## src/hdl/tgc_pkg.sv

```systemverilog
package tgc_pkg;

  localparam int NUM_CHANNELS = 5;
  localparam int TIME_W       = 32;
  localparam int CHAN_W       = 3;
  localparam int NOW_W        = 32;
  localparam int SAMPLE_W     = 16;
  localparam int CFG_W        = 16;
  localparam int CFG_IDX_W    = 3;

  // register reset values
  localparam logic [CFG_W-1:0] RST_TOUCH_THRESHOLD = 16'd300;
  localparam logic [CFG_W-1:0] RST_RELEASE_MARGIN  = 16'd100;
  localparam logic [CFG_W-1:0] RST_DEBOUNCE_MS     = 16'd50;
  localparam logic [CFG_W-1:0] RST_CLICK_LIMIT_MS  = 16'd1500;
  localparam logic [CFG_W-1:0] RST_LONG_LIMIT_MS   = 16'd3000;
  localparam logic [CFG_W-1:0] RST_HOLD_MS         = 16'd3000;

  typedef enum logic [CFG_IDX_W-1:0] {
    CFG_TOUCH_THRESHOLD = 3'd0,
    CFG_RELEASE_MARGIN  = 3'd1,
    CFG_DEBOUNCE_MS     = 3'd2,
    CFG_CLICK_LIMIT_MS  = 3'd3,
    CFG_LONG_LIMIT_MS   = 3'd4,
    CFG_HOLD_MS         = 3'd5
  } cfg_idx_e;

  typedef enum logic {
    KIND_SAMPLE = 1'b0,
    KIND_READ   = 1'b1
  } item_kind_e;

  typedef struct packed {
    logic                kind;
    logic [CHAN_W-1:0]   channel;
    logic [NOW_W-1:0]    now_ms;
    logic [SAMPLE_W-1:0] sample;
  } tgc_in_t;

  typedef struct packed {
    logic [CHAN_W-1:0] out_channel;
    logic              touched;
    logic              held;
    logic              clicked;
    logic              long_clicked;
  } tgc_out_t;

  typedef struct packed {
    logic [CFG_W-1:0] touch_threshold;
    logic [CFG_W-1:0] release_margin;
    logic [CFG_W-1:0] debounce_ms;
    logic [CFG_W-1:0] click_limit_ms;
    logic [CFG_W-1:0] long_limit_ms;
    logic [CFG_W-1:0] hold_ms;
  } tgc_cfg_t;

  // per-channel status bits
  typedef struct packed {
    logic pressed;
    logic hold;
    logic click_ev;
    logic long_ev;
  } tgc_flags_t;

endpackage

```

## src/hdl/tgc_cfg_regs.sv

```systemverilog
module tgc_cfg_regs (
  input  logic                     clk_i,
  input  logic                     rst_ni,
  input  logic                     cfg_we_i,
  input  logic [2:0]               cfg_idx_i,
  input  logic [15:0]              cfg_wdata_i,
  output tgc_pkg::tgc_cfg_t        cfg_o
);
  import tgc_pkg::*;

  tgc_cfg_t cfg_q, cfg_d;

  always_comb begin
    cfg_d = cfg_q;
    if (cfg_we_i) begin
      unique case (cfg_idx_e'(cfg_idx_i))
        CFG_TOUCH_THRESHOLD: cfg_d.touch_threshold = cfg_wdata_i;
        CFG_RELEASE_MARGIN:  cfg_d.release_margin  = cfg_wdata_i;
        CFG_DEBOUNCE_MS:     cfg_d.debounce_ms     = cfg_wdata_i;
        CFG_CLICK_LIMIT_MS:  cfg_d.click_limit_ms  = cfg_wdata_i;
        CFG_LONG_LIMIT_MS:   cfg_d.long_limit_ms   = cfg_wdata_i;
        CFG_HOLD_MS:         cfg_d.hold_ms         = cfg_wdata_i;
        default: ;
      endcase
    end
  end

  always_ff @(posedge clk_i or negedge rst_ni) begin
    if (!rst_ni) begin
      cfg_q.touch_threshold <= RST_TOUCH_THRESHOLD;
      cfg_q.release_margin  <= RST_RELEASE_MARGIN;
      cfg_q.debounce_ms     <= RST_DEBOUNCE_MS;
      cfg_q.click_limit_ms  <= RST_CLICK_LIMIT_MS;
      cfg_q.long_limit_ms   <= RST_LONG_LIMIT_MS;
      cfg_q.hold_ms         <= RST_HOLD_MS;
    end else begin
      cfg_q <= cfg_d;
    end
  end

  assign cfg_o = cfg_q;

endmodule

```

## src/hdl/tgc_update.sv

```systemverilog
module tgc_update #(
  parameter int TIME_BITS = tgc_pkg::TIME_W
) (
  input  tgc_pkg::tgc_cfg_t       cfg_i,
  input  logic                    kind_i,
  input  logic [TIME_BITS-1:0]    now_i,
  input  logic [15:0]             sample_i,
  input  tgc_pkg::tgc_flags_t     flags_i,
  input  logic [TIME_BITS-1:0]    trans_time_i,
  input  logic [TIME_BITS-1:0]    press_time_i,
  input  logic [TIME_BITS-1:0]    click_time_i,
  input  logic [TIME_BITS-1:0]    long_time_i,
  output tgc_pkg::tgc_flags_t     flags_o,
  output tgc_pkg::tgc_flags_t     report_o,
  output logic [TIME_BITS-1:0]    trans_time_o,
  output logic [TIME_BITS-1:0]    press_time_o,
  output logic [TIME_BITS-1:0]    click_time_o,
  output logic [TIME_BITS-1:0]    long_time_o
);
  import tgc_pkg::*;

  logic [TIME_BITS-1:0] since;
  logic                 active;
  logic                 press_hit;
  logic                 release_hit;
  logic [CFG_W:0]       release_sum;
  tgc_flags_t           upd;
  logic [TIME_BITS-1:0] upd_click_time;
  logic [TIME_BITS-1:0] upd_long_time;
  logic [TIME_BITS-1:0] upd_press_time;
  logic [TIME_BITS-1:0] upd_trans_time;

  assign since       = now_i - trans_time_i;
  assign active      = since > TIME_BITS'(cfg_i.debounce_ms);
  assign release_sum = {1'b0, sample_i} + {1'b0, cfg_i.release_margin};
  assign press_hit   = (sample_i > cfg_i.touch_threshold) && !flags_i.pressed;
  assign release_hit = (release_sum < {1'b0, cfg_i.touch_threshold}) && flags_i.pressed;

  // sample update: edge detection, then expiry and hold checks on the new state
  always_comb begin
    upd            = flags_i;
    upd_trans_time = trans_time_i;
    upd_press_time = press_time_i;
    upd_click_time = click_time_i;
    upd_long_time  = long_time_i;
    if (active) begin
      if (press_hit) begin
        upd.pressed    = 1'b1;
        upd_trans_time = now_i;
        upd_press_time = now_i;
      end else if (release_hit) begin
        upd.pressed    = 1'b0;
        upd.hold       = 1'b0;
        upd_trans_time = now_i;
        if (since < TIME_BITS'(cfg_i.click_limit_ms)) begin
          upd.click_ev   = 1'b1;
          upd_click_time = now_i;
        end else if (since < TIME_BITS'(cfg_i.long_limit_ms)) begin
          upd.long_ev   = 1'b1;
          upd_long_time = now_i;
        end
      end
      if (upd.click_ev && ((now_i - upd_click_time) > TIME_BITS'(cfg_i.click_limit_ms))) begin
        upd.click_ev = 1'b0;
      end
      if (upd.long_ev && ((now_i - upd_long_time) > TIME_BITS'(cfg_i.long_limit_ms))) begin
        upd.long_ev = 1'b0;
      end
      if (upd.pressed && ((now_i - upd_press_time) > TIME_BITS'(cfg_i.hold_ms))) begin
        upd.hold = 1'b1;
      end
    end
  end

  always_comb begin
    flags_o      = upd;
    report_o     = upd;
    trans_time_o = upd_trans_time;
    press_time_o = upd_press_time;
    click_time_o = upd_click_time;
    long_time_o  = upd_long_time;
    if (item_kind_e'(kind_i) == KIND_READ) begin
      // read reports stored flags, then clears the events
      report_o          = flags_i;
      flags_o           = flags_i;
      flags_o.click_ev  = 1'b0;
      flags_o.long_ev   = 1'b0;
      trans_time_o      = trans_time_i;
      press_time_o      = press_time_i;
      click_time_o      = click_time_i;
      long_time_o       = long_time_i;
    end
  end

endmodule

```

## src/hdl/touch_gesture_classifier.sv

```systemverilog
// touch gesture classifier: per-pad press/release detection with hysteresis
// and debounce, click / long-click events with expiry, and a hold flag
// input channel: in_valid_i / in_ready_o carry one item per transfer, either
//   a sensor sample for a pad or a read that reports the pad and clears its
//   click and long-click events
// output channel: out_valid_o / out_ready_i carry exactly one status item per
//   input item, in input order
// config port: cfg_we_i writes cfg_wdata_i into register cfg_idx_i at once;
//   write only while no item is in flight
// latency: an item transferred at one edge is processed from the input
//   register during the next cycle; its result is valid the cycle after that
// throughput: one item per cycle; the channel state update is one pass of
//   compares and subtracts on the selected pad, so back-to-back items on the
//   same pad see each other's effects
// stall: when out_ready_i is low the result register holds, the input register
//   fills, and in_ready_o drops; no item is lost or repeated
// reset: all pad state clears to released with no events, times at zero, and
//   registers return to their default values
module touch_gesture_classifier #(
  parameter int CHANNELS  = tgc_pkg::NUM_CHANNELS,
  parameter int TIME_BITS = tgc_pkg::TIME_W
) (
  input  logic              clk_i,
  input  logic              rst_ni,
  input  logic              in_valid_i,
  output logic              in_ready_o,
  input  tgc_pkg::tgc_in_t  in_data_i,
  output logic              out_valid_o,
  input  logic              out_ready_i,
  output tgc_pkg::tgc_out_t out_data_o,
  input  logic              cfg_we_i,
  input  logic [2:0]        cfg_idx_i,
  input  logic [15:0]       cfg_wdata_i
);
  import tgc_pkg::*;

  // channel compare width: wide enough for the channel field and CHANNELS
  localparam int CH_CMP_W = ($clog2(CHANNELS + 1) > CHAN_W) ? $clog2(CHANNELS + 1) : CHAN_W;

  tgc_cfg_t cfg;

  // input register stage
  tgc_in_t  in_q;
  logic     in_valid_q;
  // result register stage
  tgc_out_t out_q, out_d;
  logic     out_valid_q;
  logic     advance;

  // per-pad state
  tgc_flags_t           flags_q      [CHANNELS];
  logic [TIME_BITS-1:0] trans_time_q [CHANNELS];
  logic [TIME_BITS-1:0] press_time_q [CHANNELS];
  logic [TIME_BITS-1:0] click_time_q [CHANNELS];
  logic [TIME_BITS-1:0] long_time_q  [CHANNELS];

  logic [CH_CMP_W-1:0]  chan_ext;
  logic                 in_range;
  logic [CHANNELS-1:0]  sel_hit;
  tgc_flags_t           sel_flags;
  logic [TIME_BITS-1:0] sel_trans, sel_press, sel_click, sel_long;
  logic [TIME_BITS-1:0] now_ext;

  tgc_flags_t           new_flags, report;
  logic [TIME_BITS-1:0] new_trans, new_press, new_click, new_long;

  tgc_cfg_regs u_cfg (
    .clk_i       (clk_i),
    .rst_ni      (rst_ni),
    .cfg_we_i    (cfg_we_i),
    .cfg_idx_i   (cfg_idx_i),
    .cfg_wdata_i (cfg_wdata_i),
    .cfg_o       (cfg)
  );

  // held item moves on when the result register is free or being drained
  assign advance    = in_valid_q && (!out_valid_q || out_ready_i);
  assign in_ready_o = !in_valid_q || advance;

  always_ff @(posedge clk_i or negedge rst_ni) begin
    if (!rst_ni) begin
      in_valid_q <= 1'b0;
    end else if (in_ready_o) begin
      in_valid_q <= in_valid_i;
    end
  end

  always_ff @(posedge clk_i) begin
    if (in_ready_o && in_valid_i) begin
      in_q <= in_data_i;
    end
  end

  // pad select
  assign chan_ext = CH_CMP_W'(in_q.channel);
  assign in_range = chan_ext < CH_CMP_W'(CHANNELS);
  assign now_ext  = TIME_BITS'(in_q.now_ms);

  always_comb begin
    sel_hit   = '0;
    sel_flags = '0;
    sel_trans = '0;
    sel_press = '0;
    sel_click = '0;
    sel_long  = '0;
    for (int c = 0; c < CHANNELS; c++) begin
      if (chan_ext == CH_CMP_W'(c)) begin
        sel_hit[c] = 1'b1;
        sel_flags  = flags_q[c];
        sel_trans  = trans_time_q[c];
        sel_press  = press_time_q[c];
        sel_click  = click_time_q[c];
        sel_long   = long_time_q[c];
      end
    end
  end

  tgc_update #(
    .TIME_BITS (TIME_BITS)
  ) u_update (
    .cfg_i        (cfg),
    .kind_i       (in_q.kind),
    .now_i        (now_ext),
    .sample_i     (in_q.sample),
    .flags_i      (sel_flags),
    .trans_time_i (sel_trans),
    .press_time_i (sel_press),
    .click_time_i (sel_click),
    .long_time_i  (sel_long),
    .flags_o      (new_flags),
    .report_o     (report),
    .trans_time_o (new_trans),
    .press_time_o (new_press),
    .click_time_o (new_click),
    .long_time_o  (new_long)
  );

  // state write-back on the same edge that loads the result
  always_ff @(posedge clk_i or negedge rst_ni) begin
    if (!rst_ni) begin
      for (int c = 0; c < CHANNELS; c++) begin
        flags_q[c]      <= '0;
        trans_time_q[c] <= '0;
        press_time_q[c] <= '0;
        click_time_q[c] <= '0;
        long_time_q[c]  <= '0;
      end
    end else begin
      for (int c = 0; c < CHANNELS; c++) begin
        if (advance && in_range && sel_hit[c]) begin
          flags_q[c]      <= new_flags;
          trans_time_q[c] <= new_trans;
          press_time_q[c] <= new_press;
          click_time_q[c] <= new_click;
          long_time_q[c]  <= new_long;
        end
      end
    end
  end

  // result: out-of-range pads report all flags low
  always_comb begin
    out_d.out_channel  = in_q.channel;
    out_d.touched      = in_range && report.pressed;
    out_d.held         = in_range && report.hold;
    out_d.clicked      = in_range && report.click_ev;
    out_d.long_clicked = in_range && report.long_ev;
  end

  always_ff @(posedge clk_i or negedge rst_ni) begin
    if (!rst_ni) begin
      out_valid_q <= 1'b0;
    end else if (advance) begin
      out_valid_q <= 1'b1;
    end else if (out_ready_i) begin
      out_valid_q <= 1'b0;
    end
  end

  always_ff @(posedge clk_i) begin
    if (advance) begin
      out_q <= out_d;
    end
  end

  assign out_valid_o = out_valid_q;
  assign out_data_o  = out_q;

endmodule

```

## config.mk

```make
export PLATFORM = sky130hd
export DESIGN_NAME = touch_gesture_classifier
export DESIGN_NICKNAME = d
export VERILOG_FILES = /design/src/hdl/tgc_pkg.sv /design/src/hdl/tgc_cfg_regs.sv /design/src/hdl/tgc_update.sv /design/src/hdl/touch_gesture_classifier.sv
export SDC_FILE = /design/constraint.sdc
export NUM_CORES = 2
export LEC_CHECK = 0
export ABC_AREA = 1
export ABC_CLOCK_PERIOD_IN_PS = 16400
export BUFFER_PORTS_ARGS = -buffer_cell sky130_fd_sc_hd__buf_2
export CAP_MARGIN = 20
export CORE_ASPECT_RATIO = 1.2
export CORE_UTILIZATION = 55
export CTS_CLUSTER_DIAMETER = 80
export DETAILED_ROUTE_END_ITERATION = 7
export GPL_TIMING_DRIVEN = 0
export MAX_ROUTING_LAYER = met4
export PLACE_DENSITY = 0.72
export SETUP_SLACK_MARGIN = 0.4
export SLEW_MARGIN = 10
export SYNTH_ARGS = -nofsm -noshare
export SYNTH_HDL_FRONTEND = slang
export SYNTH_HIERARCHICAL = 1
export SYNTH_SLANG_ARGS = --single-unit
```

## constraint.sdc

```tcl
create_clock -name clk_i -period 16.4 [get_ports clk_i]
set_input_delay 0.82 -clock clk_i [delete_from_list [all_inputs] [get_ports clk_i]]
set_output_delay 0.82 -clock clk_i [all_outputs]
set_load 0.05 [all_outputs]
```

Word-level counts from Yosys, hierarchy flattened
Index checks and enable logic that the tools add are counted.
- register bits: 817
- input bits: 76
- logic and storage cells: 178
- add/subtract/negate cells: 5
- magnitude comparators: 9
- eq/ne operators: 9
- mux-type cells: 67
- reduce and logical (&&, ||, !) cells: 31
- operators with widths (operator ; number):
    $mux 32 ; 41
    $gt 32x16->1 ; 4
    $sub 32x32->32 ; 4
    $lt 32x16->1 ; 2
    $mux 4 ; 9
    $add 16x16->17 ; 1
    $logic_and 1x1->1 ; 17
    $lt 17x16->1 ; 1
    $gt 16x16->1 ; 1
    $mux 1 ; 15
    $eq 3x2->1 const B ; 4
    $reduce_and 2->1 ; 6
    $eq 3x3->1 const B ; 3
    $eq 3x1->1 const B ; 2
    $logic_not 3->1 ; 2
    $mux 3 ; 2
    $logic_not 1->1 ; 3
    $lt 3x3->1 const B ; 1
    $logic_or 1x1->1 ; 2
    $reduce_bool 2->1 ; 1

Logic depth before layout (Yosys ltp)
- depth after elaboration: 20
- mapped depth: 61

Hierarchy
Netlist, hierarchy kept.
- modules (own cells, without submodules) (module ; instances ; cells each ; area an instance (µm²) ; sequential area each (µm²)):
    touch_gesture_classifier ; 1 ; 3653 ; 31006.0 ; 18337.6
    tgc_update ; 1 ; 2571 ; 13913.3 ; 0.0
    tgc_cfg_regs ; 1 ; 425 ; 3813.7 ; 2441.1

Worst setup path before layout
Ideal clock, no wire load.
- path kind: register -> register
- start point: register in_q (netlist bit chan_ext[0])
- end point: register flags_q[13] (netlist bit)
- setup time: 0.083 ns
- arrival time: 7.345 ns
- setup slack: 8.972 ns
- cell stages (with the launch flop): 53
- cells stage by stage: edfxtp_1 > buf_2 > inv_2 > nand3_2 > buf_2 > buf_2 > nor2_1 > nor2_1 > nand3_1 > ha_1 > fa_1 > inv_1 > nand3_1 > nand2_1 > nand2_1 > nand2_2 > nand2_1 > nand2_1 > (+17 left out) > a21boi_0 > xnor2_1 > ha_1 > nand2_1 > inv_1 > o21ai_0 > o2111ai_1 > nand2_1 > nand2_1 > nor3b_1 > nand4_1 > nor3b_1 > nand4_1 > nor2_1 > nand3_1 > a21oi_1 > inv_1 > o21ai_0
- RTL lines (item ; line ; source):
    start: declaration ; touch_gesture_classifier.sv:43 ; tgc_in_t in_q;
    start signal: assignment ; touch_gesture_classifier.sv:90 ; in_q <= in_data_i;
    end signal: indexed assignment ; touch_gesture_classifier.sv:151 ; flags_q[c] <= new_flags;
    end: declaration ; touch_gesture_classifier.sv:51 ; tgc_flags_t flags_q [CHANNELS];

==> impl_metrics.json <==
{
  "outcome": "complete, no violations",
  "tritoncts": "built",
  "grt_pass1_wl_mm": 266.2,
  "clk_pin_slew_ns": 0.06,
  "vias": 46370,
  "synth_adder_area_share": 0.06958,
  "path_class": "reg -> reg",
  "track_usage": 0.4091,
  "hold_violations": 0,
  "area_delta_synth_final_pct": 10.45,
  "ctsResizeCount": 0,
  "arrival_ns": 13.10,
  "post-route-period-util": 0.7630,
  "cts_made_buffers": 87,
  "synth_top_area_frac": 0.3733,
  "critPathLaunch": "chan_ext[0]$_DFFE_PP_",
  "cpPeakStageDelay_ns": 0.74,
  "grt_antenna_before_repair": 9,
  "yosys-top-cells-area": "dfrtp_1, nand2_1, ha_1",
  "power_leakage_nw": 25.29,
  "r2r-start": "chan_ext[0]$_DFFE_PP_",
  "hold_path_class": "in -> async",
  "syn_inst": 6649,
  "dr.pass1.iters": 7,
  "tightest_slew_ns": 1.234,
  "die_h_um": 328.1,
  "synthMuxAreaShare": 0,
  "gp_congestion": 1.060,
  "pin_count": 85,
  "slew_headroom": 0.1773,
  "clock_skew_ns": 0.05582,
  "fmax_mhz": 79.91,
  "synth_xor_xnor_area_share": 0.01815,
  "ys_seq_elements": 817,
  "dieArea_mm2": 0.08980,
  "final_core_util": 0.6138,
  "overflow": 0,
  "syn-cell-area_mm2": 0.04873,
  "end_kind": "flop",
  "ctsHoldBuffers": 0,
  "drtAntennaViolNets": 0,
  "synthFlopType": "dfrtp_1",
  "synth_edf_count": 59,
  "avgSynthCellArea_um2": 7.329,
  "drive_gt1_frac": 0.06591,
  "yosys.cell_types.count": 54,
  "layout_setup_ws_ns": 3.886,
  "yosysTopAreaCell": "dfrtp_1",
  "ys_seq_area_frac": 0.4264,
  "start_kind": "flop",
  "total_power_mw": 6.755,
  "drt_iter0_drc": 4907,
  "fp-row-count": 119,
  "async_reset_ff_frac": 0.9278,
  "drc": 0,
  "core_mm2": 0.08770,
  "io_buffers": 84,
  "max_cap_violations": 0,
  "final-max-slew-violation-count": 0,
  "clk_latency_ns": 0.70,
  "root_buffer": "clkbuf_16",
  "worst-path-max-fanout": 11,
  "dp_slack_ns": 4.477,
  "ys.warnings.count": 6,
  "drt_wl_total_mm": 178.4,
  "synth-simple-area-share": 0.2681,
  "final_cell_mix": "nand2_1, inv_1, dfrtp_1",
  "synth_nets": 6993,
  "clockBufferDepth": 3,
  "crit_slowest_cell": "nor2_2",
  "nets": 7180,
  "rsz0062_at_grt": "false",
  "crit_required_ns": 16.99,
  "avgViaCountPerCell": 5.747,
  "peakVddDrop_mv": 0.1098,
  "setup_viol": 0,
  "synth_top_family_by_area": "simple AND/OR/NAND/NOR gates",
  "clock_sinks": 817,
  "powerDensity_mw_per_mm2": 125.5,
  "grt_pass1_vias": 43550,
  "grt_max_degree": 111,
  "finalWorstPathRequiredPeriod_ns": 12.51,
  "h-tree-depth": 3,
  "wl_per_cell_um": 22.11,
  "layout_commonest_cell": "nand2_1",
  "dpl.hpwl_mm": 135.2,
  "start_util": 0.5557,
  "synth_compound_area_frac": 0.1319,
  "fp.dieW_um": 273.7,
  "post-cts-setup-buffer-count": 0
}
==> logic make-up after synthesis <==
family / after synthesis
DFF: 817
AOI/OAI and AO/OA: 1239
and+or+nand+nor: 3158
buffers and inverters: 1066
adders and majority gates: 268
xor gates and xnor gates: 101
==> final cells by class <==
class	count	area, µm²
antenna	16	40.04
sequential	817	20780
clock inverter	34	419.2
buffer	324	1401
inverter	742	2788
fill	8209	33870
timing repair buffer	98	723.2
tap	1149	1438
multi-input combinational	4766	23780
clock buffer	122	2461
==> report_power, final <==
group | switching [mW] | internal (mW)
registers | 0.216 | 2.39
clock network | 0.865 | 1.14
logic | 1.43 | 0.719
total | 2.51 | 4.25
==> cells in the mapped netlist (6+ instances only) <==
cell and instances:
buf_2 131, edfxtp_1 59, o21bai_1 14, a21oi_1 207, inv_2 10, and2_1 7, nor2_2 11, xor2_1 76
nand2_2 17, dfstp_2 31, clkbuf_1 171, o221ai_1 6, nand3b_1 7, a211oi_1 8, xnor2_1 25, dfrtp_1 727
inv_1 728, o21ai_0 627, o21a_1 16, nor2_1 435, ha_1 263, nand4_1 158, nor3_1 37, a31oi_1 10
nand3_1 419, nand2_1 2040, a21boi_0 8, o21ai_1 319, buf_1 16
==> worst paths after layout <==
kind                                                to  slack [ns]  cells after the start
max                             flags_q[9]$_DFFE_PN0P_        3.89                     49
min                        u_cfg/cfg_o[73]$_DFFE_PN0P_        0.09                      1
max reg2reg                     flags_q[9]$_DFFE_PN0P_        3.89                     49
min reg2reg                u_cfg/cfg_o[70]$_DFFE_PN1P_        0.46                      2
max in group asynchronous      flags_q[14]$_DFFE_PN0P_       13.45                      6
min in group clk_i               chan_ext[2]$_DFFE_PP_        0.30                      1
==> per-stage QoR <==
| step | setup TNS [ns] | hold slack (ns) | std cells | area, µm² |
|---|---|---|---|---|
| floorplan | 0 | 0.4206 | 6649 | 48730 |
| global placement | -1269.46 | 0.4519 | 7882 | 50590 |
| detailed placement | 0 | 0.4548 | 7896 | 50910 |
| global route | 0 | 0.1026 | 8062 | 53810 |
| finish | 0 | 0.08573 | 8068 | 53830 |
| CTS | 0 | 0.06794 | 8052 | 53790 |
==> routing by layer <==
metal | global-route usage | part of all wire
met5 | - | 0
met4 | 0.2266 | 0.066
met3 | 0.08026 | 0.088
met2 | 0.6244 | 0.45
met1 | 0.5089 | 0.40
==> registers in the layout, indices dropped and copies added (netlist names) <==
register and cells:
press_time_q 160, out_data_o 7, long_time_q 160, click_time_q 160, in_q 17, now_ext 32, flags_q 20, in_valid_q 1
trans_time_q 160, out_valid_o 1, chan_ext 3, u_cfg/cfg_o 96
==> critical path, delay by kind of cell, from the launching register on <==
family	cells	cell delay, ns
DFF	1	0.49
AOI/OAI and AO/OA	11	3.07
and+or+nand+nor	23	4.22
buffers and inverters	9	2.36
adders and majority gates	4	1.48
xor gates and xnor gates	2	0.70
Power figures use the tool's default switching activity.
